`src/hdl/sss_pkg.sv`:
```
// Shared types and constants for the sorted set search/insert block.
// No dependencies; every other file but sss_ram imports this package.
`default_nettype none
package sss_pkg;

  localparam int CAPACITY = 256;
  localparam int IDX_W    = $clog2(CAPACITY);
  localparam int CNT_W    = 9;
  localparam int KEY_W    = 16;

  localparam logic CMD_SEEK   = 1'b0;
  localparam logic CMD_INSERT = 1'b1;

  typedef enum logic [2:0] {
    S_IDLE,
    S_PROBE,
    S_CMP,
    S_DECIDE,
    S_SHIFT,
    S_FINISH
  } sss_state_t;

  typedef struct packed {
    logic load;
    logic probe;
    logic compare;
    logic shift_init;
    logic shift_step;
    logic finish;
  } sss_cmd_t;

  typedef struct packed {
    logic search_open;
    logic need_shift;
    logic ptr_above;
    logic pend;
    logic out_free;
  } sss_status_t;

endpackage
`default_nettype wire

```
`src/hdl/sss_ctrl.sv`:
```
// Sequencer for search, shift and result hand-off.
// Depends on sss_pkg; drives commands into sss_dp.
`default_nettype none
module sss_ctrl (
  input  wire logic                clk,
  input  wire logic                rst_n,
  input  wire logic                in_valid,
  output logic                     in_ready,
  input  wire sss_pkg::sss_status_t status_i,
  output sss_pkg::sss_cmd_t        cmd_o
);
  import sss_pkg::*;

  sss_state_t state_r, state_nxt;

  always_ff @(posedge clk) begin
    if (!rst_n) begin
      state_r <= S_IDLE;
    end else begin
      state_r <= state_nxt;
    end
  end

  always_comb begin
    state_nxt = state_r;
    unique case (state_r)
      S_IDLE: begin
        if (in_valid) state_nxt = S_PROBE;
      end
      S_PROBE: begin
        state_nxt = status_i.search_open ? S_CMP : S_DECIDE;
      end
      S_CMP: begin
        state_nxt = S_PROBE;
      end
      S_DECIDE: begin
        state_nxt = status_i.need_shift ? S_SHIFT : S_FINISH;
      end
      S_SHIFT: begin
        if (!status_i.ptr_above && !status_i.pend) state_nxt = S_FINISH;
      end
      S_FINISH: begin
        if (status_i.out_free) state_nxt = S_IDLE;
      end
      default: state_nxt = S_IDLE;
    endcase
  end

  always_comb begin
    cmd_o    = '0;
    in_ready = 1'b0;
    unique case (state_r)
      S_IDLE: begin
        in_ready   = 1'b1;
        cmd_o.load = in_valid;
      end
      S_PROBE:  cmd_o.probe      = status_i.search_open;
      S_CMP:    cmd_o.compare    = 1'b1;
      S_DECIDE: cmd_o.shift_init = status_i.need_shift;
      S_SHIFT:  cmd_o.shift_step = 1'b1;
      S_FINISH: cmd_o.finish     = status_i.out_free;
      default: ;
    endcase
  end

endmodule
`default_nettype wire

```
`config.mk`:
```
export PLATFORM = sky130hd
export DESIGN_NAME = sss_ctrl
export DESIGN_NICKNAME = d
export VERILOG_FILES = /design/src/hdl/sss_pkg.sv /design/src/hdl/sss_ctrl.sv
export SDC_FILE = /design/constraint.sdc
export NUM_CORES = 1
export LEC_CHECK = 0
export BUFFER_PORTS_ARGS = -buffer_cell sky130_fd_sc_hd__buf_2
export CORE_AREA = 2 2 39 41
export DETAILED_ROUTE_END_ITERATION = 8
export DIE_AREA = 0 0 41 43
export PLACE_DENSITY = 0.41
export SKIP_LAST_GASP = 1
export SYNTH_ARGS = -nofsm -noshare
export SYNTH_HDL_FRONTEND = slang
export SYNTH_SLANG_ARGS = --single-unit
```
`constraint.sdc`:
```
create_clock -name clk -period 1.1 [get_ports clk]
set_input_delay 0.22 -clock clk [delete_from_list [all_inputs] [get_ports clk]]
set_output_delay 0.22 -clock clk [all_outputs]
set_load 0.02 [all_outputs]
```
======== Yosys cells after proc, flatten, opt, wreduce, memory -nomap -nowiden ========
Index checks and enable logic that the tools add are counted.
operators by class
  mux-type cells .......................... 13
  eq/ne operators ......................... 8
  reductions and logical operators ........ 5
operators with widths
  cell                number
  $pmux 3 s6          1
  $mux 1              9
  $mux 3              3
  $eq 3x2->1 const B  2
  $eq 3x3->1 const B  2
  $ne 2x2->1 const B  3
  $eq 3x1->1 const B  1
  $logic_not 3->1     1
  $reduce_and 3->1    1
  $logic_not 1->1     2
  $logic_and 1x1->1   1
storage, ports and cells
  output and inout bits ................... 7
  logic and storage cells ................. 27
  register bits after elaboration ......... 3
  input bits .............................. 8

======== Logic depth before layout (Yosys ltp) ========
Gate-level depths: netlist of run 1.
  word-level depth ........................ 4
  depth in mapped cells ................... 4
  gate-level depth less buffers ........... 3

======== Worst setup path after synthesis of run 1 ========
Ideal clock, no wire load.
  path kind ............................... register to output
  start point ............................. register state_r[1]
  end point ............................... output port cmd_o[5] (netlist name)
  required time ........................... 0.880 ns
  setup slack ............................. -0.182 ns
  stages on the path, launching flop included .. 4
  buffers on the path ..................... 1
  arrival ................................. 1.062 ns
  cell sequence ........................... dfxtp_1 -> buf_2 -> nor3_2 -> and2_1
RTL lines
  what                      RTL line        text
  start: declaration        sss_ctrl.sv:14  sss_state_t state_r, state_nxt;
  start signal: assignment  sss_ctrl.sv:20  state_r <= state_nxt;
  end: declaration          sss_ctrl.sv:10  output sss_pkg::sss_cmd_t cmd_o

==> summary.md, run 1 <==
| Metric | Value |
|---|---|
| First-pass DRT Iterations | `4` |
| Total Routed Length | `645 um` |
| Cells after Synth | `27` |
| Reg-to-reg setup timing slack | `0.06 ns` |
| Core Region | `1380 um^2` |
| Hold_sp | `rst_n` |
| Cell taking the most area after synthesis | `dfxtp_1` |
| Die ar. | `1760 um^2` |
| Nature of the critical path endpoint | `output port` |
| Fin. Hold Viols | `0` |
| Post-synth net total | `35` |
| Cell Rows | `14` |
| LEAKAGE | `roughly 0.21 nW` |
| GRT Overall Usage | `0.0904` |
| Min Hold Slack | `approximately 0.27 ns` |
| CP max FO | `6` |
| Slowest CP cell | `dfxtp_4` |
| Post-synthesis register bit count | `3` |
| CP delay by family, top | `flip-flops` |
| Clk root buf | `clkbuf_4` |
| DRC | `0` |
| Area Overhead vs Synth | `108%` |
| Final instance area | `478 um^2` |
| Max-cap violations | `0` |
| Fillers | `155` |
| Worst path cell trace | `nor3_4 -> and2_4 -> buf_6` |
| Yosys Warn Count | `0` |
| Die Y | `43 um` |
| VDD IR max | `659 uV` |
| GP Congestion | `between 0.7 and 0.8` |
| Final ANT Viol Nets | `0` |
| Number of global-route vias before repair | `250` |
| Max-slew violation count | `0` |
| Top reg by flops | `state_r` |
| CTS H-tree lvls | `1` |
| Sequential-to-total area share from yosys stat | `0.261` |
| Worst hold stages | `3` |
| Worst Setup Slack, final | `-0.171 ns` |
| Clock buffer depth | `2` |
| Worst path max stage delay | `approximately 0.37 ns` |
| Worst r2r src | `state_r[2]` |
| Slew @ Worst Pin | `0.185 ns` |
| Top-area cell type share of the netlist area | `0.261` |
| Via count | `290` |
| Clock skew | `0.00528 ns` |
| Vias per cell | `4.20` |
| Diodes inserted | `0` |
| Slew margin rel. | `0.876` |
| Syn Std Cell Area | `230 um^2` |
| CTS tree | `built` |
| Footprint of the multi-input gates | `188 um^2` |
| Most frequent cells after synthesis | `3 x dfxtp_1, 3 x nand2_1, 3 x nor3b_1` |
| Hold EP | `state_r[0]` |
| Status | `finished, violations left` |
| Crit path time final | `1.27 ns` |
| I/O Buffers | `14` |
| Reg2reg end | `state_r[0]` |
| DR iter-0 viols | `8` |
| Largest net degree at the start of global routing | `10` |
| Register area | `a little under 70 um^2` |
| Max FFs per register | `3` |
| Layout net count | `62` |
| Tcrit/Tclk final | `1.16` |
| Latest clock arrival within the worst-skew pair | `0.24 ns` |
| Area after DPL | `about 380 um^2` |
| Worst Hold Class | `primary input to register` |
| Max Clock Freq | `787 MHz` |
| RSZ-0062 raised after global routing | `yes` |
| Pwr dens | `about 1100 nW/um^2` |
| Gr ovfl total | `0` |
| CP arrival | `between 1 and 1.5 ns` |
| Setup violation total in the final timing report | `7` |
| Wire per inst | `9.35 um` |
| Fraction of registers with async set/reset | `0` |
| CP Launch Type | `register` |
| Crit path from | `state_r[0]` |
| Clock Sinks | `3` |
| EDFF count, synth | `0` |
| Syn_area_per_cell | `approximately 8.5 um^2` |
| Synth top area cells | `dfxtp_1 26%, nor3b_1 9.8%, nand3b_1 6.5%` |
| Worst-path clk slew | `0.04 ns` |
| Req. time, crit path | `between 0.8 and 0.9 ns` |
| Chip width | `41 um` |
| FF-to-FF path depth | `5` |
| Initial antenna violation count | `0` |
| Global-route wire length before repair | `972 um` |
| Bufs and invs on worst path | `1` |
| Ports | `15` |
| Starting density of the core | `0.166` |
| Unique masters post-synth | `17` |
| Clock buffer count from CTS | `3` |
| Layout cell share with drive strength beyond 1 | `0.736` |
| Main synth FF type | `dfxtp_1` |
| Failing checks | `setup timing` |
| CP Class | `register to output port` |
| Biggest regs | `state_r (3)` |
==> layout make-up <==
cell class | instances | share of cell area
inverters | 1 | 0.00785
flip-flops and latches | 3 | 0.144
well taps | 16 | 0.0419
clock buffers | 4 | 0.0550
multi-input cells | 21 | 0.393
repair buffers | 24 | 0.359
==> worst max-delay path by stage <==
| stage | to | slack (ns) | depth (start not counted) |
|---|---|---|---|
| after floorplan | cmd_o[5] | -0.07 | 3 |
| after global placement | cmd_o[4] | -0.07 | 3 |
| after detailed placement | cmd_o[4] | -0.1 | 3 |
| after CTS | cmd_o[5] | -0.18 | 3 |
| after global routing | cmd_o[5] | -0.24 | 4 |
| final | cmd_o[5] | -0.17 | 3 |
==> what timing repair did <==
item | CTS | global route
gates resized for setup | 14 | 3
setup buffers | 3 | 0
hold buffers | 0 | 0
endpoints found under the setup margin | 7 | 8
pin swaps | 4 | 2
==> cell families (layout without fill, tap and decap cells) <==
logic type             Yosys count  in the layout  synth area share
DFF                              3              3             0.261
AOI/OAI and AO/OA                6              6             0.217
buffers and inverters            3             29            0.0869
and+or+nand+nor                 15             15             0.435
==> tightest hold or removal path, delay by kind of cell <==
family / cells / cell delay [ns]
compound gates: 2 / 0.13
buf+inv: 1 / 0.12
==> cells in the final DEF, fill, tap and decap left out, types with 2 or more instances in the layout <==
master / n
buf_4: 13
buf_2: 8
clkbuf_4: 3
buf_6: 3
nor2_1: 2
nor3b_2: 2
nand2_1: 2
nand3b_1: 2
dfxtp_4: 2
==> report_power, final <==
part | internal, mW | switching [mW]
Clock | 0.136 | 0.0595
Sequential | 0.121 | 0.0252
Combinational | 0.112 | 0.0815
==> stage by stage <==
stage / setup slack, ns / cells / util / power (mW) / setup TNS, ns
2_1_floorplan: -0.0683 / 27 / - / 0.244 / -0.161
3_3_place_gp: -0.0735 / 62 / 0.277 / 0.311 / -0.0926
3_5_place_dp: -0.0975 / 62 / 0.277 / 0.311 / -0.149
4_1_cts: -0.181 / 69 / 0.340 / 0.545 / -1.05
5_1_grt: -0.238 / 69 / 0.345 / 0.585 / -1.33
6_report: -0.171 / 69 / 0.345 / 0.535 / -0.944
==> layer usage <==
| layer | GRT usage | part of all wire | vias to the layer above |
|---|---|---|---|
| met5 | 0 | 0 | - |
| met4 | 0.0800 | 0 | 0 |
| met3 | 0.0628 | 0.065 | 0 |
| met2 | 0.138 | 0.55 | 7 |
| met1 | 0.0707 | 0.38 | 137 |
| li1 | - | - | 146 |
Note: power is estimated with default switching activity, not from simulation.
==> run 2, diff against run 1 <==
--- a/config.mk
+++ b/config.mk
@@ -6,6 +6,7 @@
 export NUM_CORES = 1
 export LEC_CHECK = 0
 export BUFFER_PORTS_ARGS = -buffer_cell sky130_fd_sc_hd__buf_2
+export CAP_MARGIN = 20
 export CORE_AREA = 2 2 39 41
 export DETAILED_ROUTE_END_ITERATION = 8
 export DIE_AREA = 0 0 41 43
==> constraint.sdc (replaced) <==
create_clock -name clk -period 1.1 [get_ports clk]
set_input_delay 0.055 -clock clk [delete_from_list [all_inputs] [get_ports clk]]
set_output_delay 0.055 -clock clk [all_outputs]
set_load 0.02 [all_outputs]
==> run 2 against run 1 <==
Register-to-register slack worse by 0.03 ns. Highest routed layer unchanged. Cell area fell by 3.4%. Largest power group unchanged. Sequential power about the same. The run still ends with setup timing left.
==> summary.md, run 2 (synthesized netlist as in run 1, its figures left out) <==
| Metric | Value |
|---|---|
| Clock Sinks | `3` |
| CP most frequent cell | `buf_6` |
| Largest net degree at the start of global routing | `8` |
| Number of placed cells counting well taps | `59` |
| Bufs and invs on worst path | `2` |
| Commonest non-fill, non-tap cells in the layout | `9 x buf_2, 8 x buf_4, 5 x buf_6` |
| Global-route wire length before repair | `around 910 um` |
| Diodes inserted | `0` |
| CP arrival | `1.10 ns` |
| Number of global-route vias before repair | `about 220` |
| Max-slew violation count | `0` |
| Clock skew | `0.000533 ns` |
| Die ar. | `1760 um^2` |
| Clock buffer depth | `2` |
| Area Overhead vs Synth | `101%` |
| Final ANT Viol Nets | `0` |
| Clock buffer count from CTS | `3` |
| CTS H-tree lvls | `1` |
| Pwr dens | `1110 nW/um^2` |
| Tcrit/Tclk final | `1.05` |
| Chip width | `41 um` |
| DRC | `0` |
| Biggest regs | `state_r (3)` |
| HPWL after DPL | `470 um` |
| LEAKAGE | `0.197 nW` |
| CTS tree | `built` |
| Final instance area | `462 um^2` |
| CP delay by family, top | `flip-flops` |
| Worst-path clk slew | `~0.04 ns` |
| VDD IR max | `a little over 400 uV` |
| Vias per cell | `a little over 4` |
| CP Class | `register to output port` |
| Ports | `15` |
| Top reg by flops | `state_r` |
| Worst path cell trace | `buf_6 -> nor3_4 -> and2_4 -> buf_6` |
| Max-cap violations | `0` |
| Gr ovfl total | `0` |
| Internal power | `~0.35 mW` |
| Crit path time final | `between 1 and 1.5 ns` |
| Sw Share | `0.306` |
| Status | `finished, violations left` |
| Failing checks | `setup timing` |
| Total Routed Length | `646 um` |
| RSZ-0062 raised after global routing | `yes` |
| Worst path max stage delay | `between 0.3 and 0.4 ns` |
| Latest clock arrival within the worst-skew pair | `0.23 ns` |
| P_sw | `0.156 mW` |
| GRT Overall Usage | `0.0782` |
| Commonest non-fill, non-tap cell in the layout | `buf_2` |
| Slew margin rel. | `0.873` |
| CP max FO | `6` |
| First-pass DRT Iterations | `2` |
| Max FFs per register | `3` |
| Layout net count | `60` |
| Fillers | `150` |
| Max Clock Freq | `862 MHz` |
| Reg-to-reg setup timing slack | `0.03 ns` |
| Cell Rows | `14` |
| Cts hold-fix bufs | `0` |
| Nature of the critical path endpoint | `output port` |
| GP Congestion | `0.670` |
| Sequential power share | `0.279` |
| Worst Hold Class | `primary input to register` |
| Core Region | `1380 um^2` |
| Total power draw | `between 0.5 and 0.6 mW` |
| Wire per inst | `9.64 um` |
| Starting density of the core | `0.166` |
| Setup violation total in the final timing report | `3` |
| DR iter-0 viols | `2` |
| Via count | `between 200 and 300` |
| CP Launch Type | `register` |
| Slowest CP cell | `dfxtp_4` |
| Area after DPL | `334 um^2` |
| Setup TNS | `-0.119 ns` |
| I/O Buffers | `14` |
| Worst Setup Slack, final | `-0.0595 ns` |
| Initial antenna violation count | `0` |
| Die Y | `roughly 43 um` |
| Clk root buf | `clkbuf_4` |
| Comb power frac | `0.347` |
| Fin. Hold Viols | `0` |
| Finished Layout Cells | `67` |
| Slew @ Worst Pin | `~0.19 ns` |
| Clock share of power | `0.373` |
| Min Hold Slack | `0.108 ns` |
| Layout cell share with drive strength beyond 1 | `0.765` |
| Req. time, crit path | `1.04 ns` |
==> run 2: changes by cell type in the layout (fill, tap and decap cells not counted), moves of 2 or more <==
cell	delta
buf_6	+2
nor2_1	-2
nor2_2	+2
buf_4	-5
==> run 2: power by group through the flow <==
stage | sequential (mW) | combinational (mW) | clock, mW
floorplan | 0.130 | 0.0883 | 0
global placement | 0.140 | 0.133 | 0
detailed placement | 0.138 | 0.133 | 0
CTS | 0.138 | 0.150 | 0.206
global route | 0.145 | 0.194 | 0.208
finish | 0.143 | 0.177 | 0.191
==> run 2: layout make-up <==
cell class	instances	area [um^2]	share of cell area
sequential	3	71.3	0.154
tap	16	20.0	0.0434
multi-input combinational	21	179	0.388
clock buffer	4	26.3	0.0569
inverter	1	3.75	0.00813
timing repair buffer	22	161	0.350
==> run 2: worst paths after layout <==
kind / cells after the start / endpoint / from
min reg2reg: 2 / state_r[1] / state_r[0]
max reg2reg: 5 / state_r[0] / state_r[2]
max: 4 / cmd_o[5] / state_r[2]
min: 2 / state_r[2] / rst_n
==> run 2: metal layers <==
layer  part of all wire  vias up  global-route usage
met1               0.41      119              0.0958
met2               0.52       10               0.113
met5                  0        -                   0
li1                   -      142                   -
met3              0.073        0              0.0157
met4                  0        0              0.0600
==> run 2: stage by stage <==
| step | worst slack (ns) | util |
|---|---|---|
| floorplan | -0.0169 | - |
| global placement | 0.0316 | 0.241 |
| detailed placement | 0.0452 | 0.241 |
| CTS | -0.100 | 0.288 |
| global route | -0.103 | 0.334 |
| finish | -0.0595 | 0.334 |
==> run 2: what timing repair did <==
item                                    CTS  global route
gates cloned                              0             0
buffers inserted                          1             3
resized for setup                        12            12
pin swaps                                 4             4
endpoints found under the setup margin    7             7
